==> config.mk <==
export PLATFORM = sky130hd
export DESIGN_NAME = ffill_ctrl
export DESIGN_NICKNAME = d
export VERILOG_FILES = /design/src/rtl/ffill_pkg.sv /design/src/rtl/ffill_ctrl.sv
export SDC_FILE = /design/constraint.sdc
export NUM_CORES = 1
export LEC_CHECK = 0
export BUFFER_PORTS_ARGS = -buffer_cell sky130_fd_sc_hd__buf_2
export CELL_PAD_IN_SITES_DETAIL_PLACEMENT = 0
export CELL_PAD_IN_SITES_GLOBAL_PLACEMENT = 1
export CORE_ASPECT_RATIO = 0.9
export CORE_UTILIZATION = 28
export CTS_CLUSTER_DIAMETER = 40
export DETAILED_ROUTE_END_ITERATION = 7
export PLACE_DENSITY = 0.76
export SKIP_LAST_GASP = 1
export SLEW_MARGIN = 10
export SYNTH_ARGS = -nofsm -noshare
export SYNTH_HDL_FRONTEND = slang
export SYNTH_SLANG_ARGS = --single-unit
==> constraint.sdc <==
create_clock -name clk_i -period 2 [get_ports clk_i]
set_clock_uncertainty 0.15 [all_clocks]
set_input_delay 0.4 -clock clk_i [delete_from_list [all_inputs] [get_ports clk_i]]
set_output_delay 0.4 -clock clk_i [all_outputs]
set_load 0.02 [all_outputs]
==> src/rtl/ffill_pkg.sv <==
// Shared types, codes and constants of the four-way flood fill block.
package ffill_pkg;

  // Default geometry and pixel size
  localparam int unsigned MAX_COLUMNS_DEF = 64;
  localparam int unsigned MAX_ROWS_DEF    = 64;
  localparam int unsigned PIXEL_BITS_DEF  = 32;

  // Fixed field widths of the channels and the configuration port
  localparam int unsigned ACTION_W   = 2;
  localparam int unsigned COORD_W    = 6;
  localparam int unsigned COLOR_W    = 32;
  localparam int unsigned CFG_IDX_W  = 3;
  localparam int unsigned CFG_DATA_W = 7;

  // Register reset values
  localparam logic [6:0] FRAME_WIDTH_RST  = 7'd64;
  localparam logic [6:0] FRAME_HEIGHT_RST = 7'd64;
  localparam logic [6:0] CLIP_COLS_RST    = 7'd64;
  localparam logic [6:0] CLIP_ROWS_RST    = 7'd64;

  // Configuration register indexes
  typedef enum logic [CFG_IDX_W-1:0] {
    CFG_FRAME_WIDTH  = 3'd0,
    CFG_FRAME_HEIGHT = 3'd1,
    CFG_CLIP_ENABLE  = 3'd2,
    CFG_CLIP_LEFT    = 3'd3,
    CFG_CLIP_TOP     = 3'd4,
    CFG_CLIP_COLUMNS = 3'd5,
    CFG_CLIP_ROWS    = 3'd6
  } cfg_idx_e;

  // Item actions
  typedef enum logic [ACTION_W-1:0] {
    ACT_WRITE = 2'd0,
    ACT_READ  = 2'd1,
    ACT_FILL  = 2'd2
  } action_e;

  // Neighbor visiting order
  typedef enum logic [1:0] {
    DIR_RIGHT = 2'd0,
    DIR_LEFT  = 2'd1,
    DIR_DOWN  = 2'd2,
    DIR_UP    = 2'd3
  } dir_e;

  // What the result register is loaded with
  typedef enum logic [1:0] {
    RES_ZERO    = 2'd0,
    RES_PIXEL   = 2'd1,
    RES_CHANGED = 2'd2
  } res_e;

  // Controller to datapath
  typedef struct packed {
    logic in_ready;
    logic acc_write;   // write pixel at the input coordinate
    logic acc_read;    // read pixel at the input coordinate
    logic acc_seed;    // read seed, latch seed and paint color
    logic ld_target;   // take the seed color as target
    logic seed_paint;  // paint and push the seed, stack restarts
    logic pop;         // pop one pixel from the stack
    logic load_cur;    // latch popped pixel, restart neighbor walk
    logic use_dir;     // probe the neighbor instead of the current pixel
    logic nb_read;     // read the neighbor pixel
    logic nb_paint;    // paint and push the neighbor
    logic dir_next;
    logic res_valid;
    res_e res_kind;
  } ffill_cmd_t;

  // Datapath to controller
  typedef struct packed {
    logic    in_valid;
    action_e in_action;
    logic    in_addr_ok;      // input coordinate inside the store
    logic    seed_in_frame;   // input coordinate inside the frame in use
    logic    target_is_paint;
    logic    probe_ok;        // probed pixel exists and lies in the fill area
    logic    pixel_match;     // neighbor holds the target color
    logic    stack_empty;
    logic    dir_last;
    logic    out_free;
  } ffill_status_t;

endpackage

==> src/rtl/ffill_ctrl.sv <==
// Controller: sequences pixel access and the stack walk of a fill.
module ffill_ctrl import ffill_pkg::*; (
  input  logic          clk_i,
  input  logic          rst_ni,
  input  ffill_status_t status_i,
  output ffill_cmd_t    cmd_o
);

  typedef enum logic [6:0] {
    ST_IDLE  = 7'b0000001,
    ST_READ  = 7'b0000010,
    ST_SEED  = 7'b0000100,
    ST_POP   = 7'b0001000,
    ST_LOAD  = 7'b0010000,
    ST_NREAD = 7'b0100000,
    ST_NCHK  = 7'b1000000
  } state_e;

  state_e state_q, state_d;

  // Next state and commands
  always_comb begin
    cmd_o          = '0;
    cmd_o.res_kind = RES_ZERO;
    state_d        = state_q;
    case (state_q)
      ST_IDLE: begin
        cmd_o.in_ready = status_i.out_free;
        if (status_i.in_valid && status_i.out_free) begin
          case (status_i.in_action)
            ACT_WRITE: begin
              cmd_o.acc_write = 1'b1;
              cmd_o.res_valid = 1'b1;
            end
            ACT_READ: begin
              if (status_i.in_addr_ok) begin
                cmd_o.acc_read = 1'b1;
                state_d        = ST_READ;
              end else begin
                cmd_o.res_valid = 1'b1;
              end
            end
            ACT_FILL: begin
              if (status_i.seed_in_frame) begin
                cmd_o.acc_seed = 1'b1;
                state_d        = ST_SEED;
              end else begin
                cmd_o.res_valid = 1'b1;
              end
            end
            default: cmd_o.res_valid = 1'b1;
          endcase
        end
      end
      ST_READ: begin
        cmd_o.res_valid = 1'b1;
        cmd_o.res_kind  = RES_PIXEL;
        state_d         = ST_IDLE;
      end
      // seed color is in the read register
      ST_SEED: begin
        if (status_i.target_is_paint) begin
          cmd_o.res_valid = 1'b1;
          state_d         = ST_IDLE;
        end else begin
          cmd_o.ld_target = 1'b1;
          if (status_i.probe_ok) begin
            cmd_o.seed_paint = 1'b1;
            state_d          = ST_POP;
          end else begin
            cmd_o.res_valid = 1'b1;
            state_d         = ST_IDLE;
          end
        end
      end
      ST_POP: begin
        if (status_i.stack_empty) begin
          cmd_o.res_valid = 1'b1;
          cmd_o.res_kind  = RES_CHANGED;
          state_d         = ST_IDLE;
        end else begin
          cmd_o.pop = 1'b1;
          state_d   = ST_LOAD;
        end
      end
      ST_LOAD: begin
        cmd_o.load_cur = 1'b1;
        state_d        = ST_NREAD;
      end
      ST_NREAD: begin
        cmd_o.use_dir = 1'b1;
        if (status_i.probe_ok) begin
          cmd_o.nb_read = 1'b1;
          state_d       = ST_NCHK;
        end else if (status_i.dir_last) begin
          state_d = ST_POP;
        end else begin
          cmd_o.dir_next = 1'b1;
        end
      end
      ST_NCHK: begin
        cmd_o.use_dir  = 1'b1;
        cmd_o.nb_paint = status_i.pixel_match;
        if (status_i.dir_last) begin
          state_d = ST_POP;
        end else begin
          cmd_o.dir_next = 1'b1;
          state_d        = ST_NREAD;
        end
      end
      default: state_d = ST_IDLE;
    endcase
  end

  always_ff @(posedge clk_i or negedge rst_ni) begin
    if (!rst_ni) begin
      state_q <= ST_IDLE;
    end else begin
      state_q <= state_d;
    end
  end

endmodule
# Word-level counts from Yosys, hierarchy flattened
# Cells that the tools add are included.
[op_classes]
eq_ne = 14
mux = 39
n_reduce_logical = 4
[op_table]
columns = ["op", "n"]
rows = [
  ["$mux W7", 6],
  ["$pmux W7 S6", 1],
  ["$mux W1", 19],
  ["$pmux W7 S2", 1],
  ["$ne A3 B3 Y1 const B", 3],
  ["$mux W4", 2],
  ["$eq A7 B1 Y1 const B", 1],
  ["$eq A7 B2 Y1 const B", 1],
  ["$eq A7 B3 Y1 const B", 1],
  ["$eq A7 B4 Y1 const B", 1],
  ["$eq A7 B5 Y1 const B", 1],
  ["$eq A7 B6 Y1 const B", 1],
  ["$eq A7 B7 Y1 const B", 1],
  ["$mux W3", 2],
  ["$mux W6", 1],
  ["$mux W5", 1],
  ["$reduce_and A5 Y1", 1],
  ["$mux W2", 2],
  ["$pmux W1 S2", 2],
  ["$pmux W1 S4", 1],
  ["$pmux W2 S2", 1],
  ["$ne A3 B1 Y1 const B", 1],
  ["$eq A2 B1 Y1 const B", 1],
  ["$eq A2 B2 Y1 const B", 1],
  ["4 further kinds", 4],
]
[totals]
register_bits = 7
in_bits = 13
out_inout_bits = 15
elab_cells = 58

# Logic depth before layout (Yosys ltp)
# Gate-level depths: netlist of run 1.
[logic_depth]
ltp_word = 4
ltp_mapped = 6
depth_no_buf = 6

# Least setup slack after synthesis of run 1
# No wires, ideal clock.
[synth_timing]
kind = "register to output"
from = "register state_q[3]"
to = "output cmd_o[2] (netlist bit)"
t_arrival_ns = 2.065
t_required_ns = 1.450
path_slack_ns = -0.615
path_stages_with_launch = 4
n_path_buf = 0
cell_sequence = "dfrtp_1 > or4_4 > nor4b_1 > nand3b_1"
[synth_rtl]
columns = ["item", "line_no", "source"]
rows = [
  ["start: declaration", "ffill_ctrl.sv:19", "state_e state_q, state_d;"],
  ["start signal: assignment", "ffill_ctrl.sv:119", "state_q <= state_d;"],
  ["end: declaration", "ffill_ctrl.sv:6", "output ffill_cmd_t cmd_o"],
]

==> results of run 1 <==
-- logic make-up (layout without fill, tap and decap cells) --
family | count (synthesis) | in the layout | share of synthesized area
AOI/OAI and AO/OA | 9 | 9 | 0.106
buffers and inverters | 8 | 62 | 0.0507
and+or+nand+nor | 42 | 42 | 0.467
DFF | 7 | 7 | 0.298
adders and majority gates | 3 | 3 | 0.0634
xor gates and xnor gates | 1 | 1 | 0.0148
-- metal layers --
metal,share of wire,wire length [µm],global-route usage
met3,0.029,62,0.0500
met2,0.50,1090,0.328
met1,0.45,968,0.226
met5,0,0,0
met4,0.021,45,0.0500
-- worst max-delay path, stage by stage, from the launching register on --
cell      delay (ns)
dfrtp_1         0.38
or4_4           0.57
buf_6           0.15
nor4b_4         0.21
nand3b_1        0.16
buf_6           0.12
-- path summary, 6_finish.rpt --
kind	cells after the start	slack, ns	start	end
max	5	-0.40	state_q[2]	cmd_o[2]
min	2	0.20	status_i[1]	state_q[5]
max reg2reg	4	0.04	state_q[2]	state_q[2]
min reg2reg	3	0.65	state_q[1]	state_q[2]
max in group asynchronous	2	1.10	rst_ni	state_q[0]
min in group asynchronous	2	0.36	rst_ni	state_q[3]
-- power groups by stage --
stage	sequential [mW]	combinational, mW	clock (mW)
finish	0.170	0.387	0.130
global route	0.171	0.409	0.142
CTS	0.167	0.335	0.133
detailed placement	0.168	0.238	0
global placement	0.168	0.237	0
floorplan	0.178	0.137	0
-- repair_timing --
item | 4_1_cts | 5_1_grt
buffers inserted | 5 | 7
pin swaps | 12 | 14
resized for setup | 43 | 12
endpoints found under the setup margin | 14 | 17
hold buffers | 1 | 0
gates cloned | 0 | 0
hold endpoints to repair | 6 | 0
-- cell type report --
class / instances / area, µm² / area share
well taps: 25 / 31.3 / 0.0260
flip-flops and latches: 7 / 176 / 0.147
multi-input cells: 55 / 532 / 0.442
repair buffers: 50 / 407 / 0.338
clock inverters: 1 / 5.00 / 0.00416
inverters: 8 / 30.0 / 0.0249
clock buffers: 3 / 22.5 / 0.0187
-- metrics by stage --
stage                     setup TNS (ns)  hold WS, ns  utilization  power, mW
after floorplan                   -0.470      -0.0456            -      0.315
after global placement            -0.741       0.0935        0.455      0.404
after detailed placement           -1.02       0.0930        0.455      0.406
after CTS                          -2.35        0.200        0.571      0.635
after global routing               -3.29        0.200        0.617      0.722
final                              -2.43        0.204        0.617      0.687
-- layout by cell type, fill, tap and decap left out, types with 2 or more instances in the layout --
cell type,instances
and3_1,2
dfrtp_1,6
o211ai_1,2
clkbuf_4,3
nor4_4,3
nor2b_4,2
buf_4,18
buf_2,14
inv_1,8
nor2_1,7
buf_6,17
nor3_4,2
and3_4,5
and2_4,3
and2b_2,2
nand3b_1,2
ha_1,3
o21bai_1,2
==> impl_metrics.py, run 1 <==
metrics = {
    "status": {
        "status": "finished, violations left",
        "violations": "negative setup slack",
    },
    "floorplan": {
        "initial_core_util": 0.303,
        "fp.dieW_um": 50.5,
        "io_pins": 28,
        "core_area_um2": 1950,
        "dieArea_um2": 2300,
        "fp-row-count": 15,
        "die_y_um": 45.6,
    },
    "synth": {
        "synthDominantCellAreaShare": 0.254,
        "synth_commonest_cells": "inv_1, nor2_1, and3_1",
        "synth_area_um2": 592,
        "yosysUniqueCellTypes": 30,
        "avgSynthCellArea_um2": 8.45,
        "synth-seq-cells": 7,
        "synth_top_cell_by_area": "dfrtp_1",
        "synth.net_count": 86,
        "synth-seq-area-share": 0.298,
        "ys_warn_count": 0,
        "synth_edf_count": 0,
        "ys_top_cells_by_area": "dfrtp_1, and3_1, ha_1",
        "synthArstFlopShare": 1.00,
        "synth_cells": 70,
        "synth_top_flop_cell": "dfrtp_1",
    },
    "global_routing": {
        "grt_first_pass_wirelength_um": 3020,
        "grt_max_degree": 8,
        "grt_pass1_vias": 659,
        "overflow": 0,
        "antenna_found_initial": 0,
        "grt_use_total": 0.186,
    },
    "placed_design": {
        "dpl_cell_area_um2": 888,
        "place_congestion": 0.766,
        "dpl_worst_slack_ns": -0.221,
        "hpwlAfterDp_um": 1380,
        "dp.cells": 135,
        "io_buffers": 27,
    },
    "power": {
        "p_int_mw": 0.436,
        "leakage_nw": 0.603,
        "ir_drop_mv": 0.454,
        "sw_frac_of_total": 0.366,
        "power_density_nw_per_um2": 571,
        "pwr-share-seq": 0.247,
        "p_sw_mw": 0.251,
        "p_clk_frac": 0.189,
        "p_comb_frac": 0.564,
    },
    "routing": {
        "vias_per_cell": 4.97,
        "routed_wl_um": 2170,
        "wl_per_cell_um": 14.6,
        "drtAntennaViolNets": 0,
        "dr_total_vias": 740,
        "first_iter_violations": 12,
        "drt-pass1-iter-count": 4,
        "drcViolationCount": 0,
    },
    "timing": {
        "fin_ws_ns": -0.402,
        "finalMaxSlewViolations": 0,
        "final-hold-violation-count": 0,
        "rsz0062_at_grt": "true",
        "post-route-min-period_ns": 2.40,
        "slew_headroom": 0.782,
        "finalCritPeriodShare": 1.20,
        "worst_pin_slew_ns": 0.325,
        "max_freq_mhz": 416,
        "finalSetupViolations": 11,
    },
    "setup_path": {
        "crit_path_max_fanout": 3,
        "critPathLaunchType": "flip-flop",
        "worstSetupPathType": "reg -> out",
        "worstPathRequired_ns": 1.45,
        "worstPathArrival_ns": 1.85,
        "end_kind": "primary output",
    },
    "min_path": {
        "hold_path.class": "in -> reg",
    },
    "cells_and_area": {
        "final_nets": 141,
        "n_antenna_cell": 0,
        "largest_reg_flops": 7,
        "stdcell_count": 149,
        "fillers": 164,
        "drive_above_1_share": 0.653,
        "reg_top3": "state_q (7)",
        "post-route-cell-area_um2": 1200,
        "largest_register": "state_q",
        "syn2layout_area_growth_pct": 103,
    },
    "cts": {
        "clockBufferDepth": 2,
        "cts_buffers": 3,
        "cts_tree": "built",
        "clock-sinks": 7,
        "clkLatencyLatePin_ns": 0.25,
        "clock-root-buffer": "clkbuf_4",
        "cts.clk_slew.worst_paths_ns": 0.06,
        "htreeDepth": 1,
    },
    "run": {
        "cap_viol_max_count": 0,
    },
}
(Power assumes the default switching activity.)
==> run 2, diff against run 1 <==
==> constraint.sdc (replaced) <==
create_clock -name clk_i -period 2 [get_ports clk_i]
set_clock_uncertainty 0.15 [all_clocks]
set_input_delay 0.1 -clock clk_i [delete_from_list [all_inputs] [get_ports clk_i]]
set_output_delay 0.1 -clock clk_i [all_outputs]
set_load 0.02 [all_outputs]
==> run 2 against run 1 <==
  * The flow still finishes with violations (negative setup slack)
  * Fmax up 14%
  * Critical path type unchanged
  * Utilization down 11 points
  * Global-route usage down 3.8 points
  * Power down 13%
  * Setup slack better by 0.30 ns
  * Critical endpoint is now cmd_o[14]
  * Critical path depth unchanged
==> impl_metrics.py, run 2 (synthesized netlist as in run 1, its figures left out) <==
metrics = {
    "timing": {
        "finalSetupViolations": 7,
        "finalMaxSlewViolations": 0,
        "worst_pin_slew_ns": 0.382,
        "max_freq_mhz": 477,
        "slew_headroom": 0.745,
        "rsz0062_at_grt": "true",
        "post-route-min-period_ns": 2.10,
        "finalCritPeriodShare": 1.05,
        "fin_tns_setup_ns": -0.333,
        "fin_ws_ns": -0.0984,
        "final-hold-violation-count": 0,
    },
    "setup_path": {
        "reg2reg_from": "state_q[3]",
        "max_stage_delay_ns": 0.58,
        "cp_num_buf_inv": 2,
        "crit_chain": "or4_4, buf_4, nor3_4, and2_1, buf_4",
        "worstSetupPathType": "reg -> out",
        "end_kind": "primary output",
        "crit_path_top_delay_cell": "or4_4",
        "cpLargestDelayFamily": "simple AND/OR/NAND/NOR gates",
        "worstPathRequired_ns": 1.75,
        "cp_common_cell": "buf_4",
        "rrSetupSlack_ns": 0.04,
        "crit_path_max_fanout": 3,
        "critPathLaunchType": "flip-flop",
        "r2r_end": "state_q[2]",
        "reg2reg_depth": 4,
        "worstPathArrival_ns": 1.85,
    },
    "floorplan": {
        "die_y_um": 45.6,
        "initial_core_util": 0.303,
        "core_area_um2": 1950,
        "fp.dieW_um": 50.5,
        "io_pins": 28,
        "fp-row-count": 15,
        "dieArea_um2": 2300,
    },
    "power": {
        "p_comb_frac": 0.488,
        "power_density_nw_per_um2": 601,
        "ir_drop_mv": 0.329,
        "p_int_mw": 0.379,
        "leakage_nw": 0.542,
        "p_clk_frac": 0.229,
        "sw_frac_of_total": 0.363,
        "pwr-share-seq": 0.282,
        "p_sw_mw": 0.216,
    },
    "global_routing": {
        "grt_max_degree": 8,
        "grt_first_pass_wirelength_um": 2420,
        "grt_use_total": 0.147,
        "antenna_found_initial": 0,
        "overflow": 0,
        "grt_pass1_vias": 610,
    },
    "cells_and_area": {
        "largest_reg_flops": 7,
        "final_nets": 132,
        "syn2layout_area_growth_pct": 67.2,
        "stdcell_count": 140,
        "reg_top3": "state_q (7)",
        "drive_above_1_share": 0.478,
        "fin_util": 0.507,
        "post-route-cell-area_um2": 990,
        "largest_register": "state_q",
        "final_cell_mix": "buf_2, buf_4, inv_1, nor2_1, dfrtp_1",
        "n_antenna_cell": 0,
        "layout.cells.most_common": "buf_2",
    },
    "status": {
        "violations": "negative setup slack",
        "status": "finished, violations left",
    },
    "cts": {
        "cts_buffers": 3,
        "clock-root-buffer": "clkbuf_4",
        "cts_tree": "built",
        "htreeDepth": 1,
        "clkLatencyLatePin_ns": 0.26,
        "clock-sinks": 7,
        "cts.clk_slew.worst_paths_ns": 0.05,
        "clockBufferDepth": 2,
    },
    "placed_design": {
        "place_congestion": 0.766,
        "io_buffers": 27,
        "dp.cells": 129,
        "dpl_cell_area_um2": 826,
        "hpwlAfterDp_um": 1220,
        "dpl_worst_slack_ns": 0.123,
    },
    "routing": {
        "drtAntennaViolNets": 0,
        "wl_per_cell_um": 12.1,
        "routed_wl_um": 1690,
        "drcViolationCount": 0,
        "dr_total_vias": 680,
        "first_iter_violations": 11,
        "vias_per_cell": 4.86,
        "drt-pass1-iter-count": 4,
    },
    "run": {
        "cap_viol_max_count": 0,
    },
    "min_path": {
        "hold_path.class": "in -> async",
    },
}
run 2: per-layer routing:
metal	GRT usage	routed length (µm)	vias to the layer above
met5	0	0	-
met4	0.0500	14	0
met3	0.0633	80	2
met2	0.237	787	19
met1	0.178	805	323
li1	-	-	336
run 2: repair_timing:
action	4_1_cts	5_1_grt
hold endpoints to repair	11	0
hold buffers	4	0
gates resized for setup	13	6
endpoints found under the setup margin	6	8
setup buffers	2	1
pin swaps	5	2
run 2: power by group through the flow:
| stage | clock, mW | combinational, mW | sequential (mW) |
|---|---|---|---|
| floorplan | 0 | 0.132 | 0.178 |
| global placement | 0 | 0.201 | 0.182 |
| detailed placement | 0 | 0.204 | 0.183 |
| CTS | 0.139 | 0.254 | 0.168 |
| global route | 0.150 | 0.310 | 0.170 |
| finish | 0.137 | 0.291 | 0.168 |
run 2: worst max-delay path by stage:
stage,start,to,cells past startpoint
floorplan,state_q[3],cmd_o[11],3
global placement,state_q[3],cmd_o[2],6
detailed placement,state_q[3],cmd_o[2],6
CTS,state_q[5],cmd_o[2],5
global route,state_q[3],cmd_o[14],5
finish,state_q[3],cmd_o[14],5
run 2: final cells by class:
class	instances	area, µm²
clock buffer	4	26.3
timing repair buffer	41	284
sequential	7	176
fill	186	962
tap	25	31.3
multi-input combinational	55	442
inverter	8	30.0
run 2: worst register-to-register path, stage by stage, from the launching register on:
cell	delay (ns)
dfrtp_1	0.38
or4_4	0.58
buf_4	0.17
or3_4	0.39
nor4_4	0.20
run 2: through the flow:
stage                     hold WS [ns]  power, mW
after floorplan                 -0.346      0.311
after global placement          -0.204      0.383
after detailed placement        -0.205      0.387
after CTS                       0.0346      0.561
after global routing            0.0554      0.630
final                           0.0477      0.595
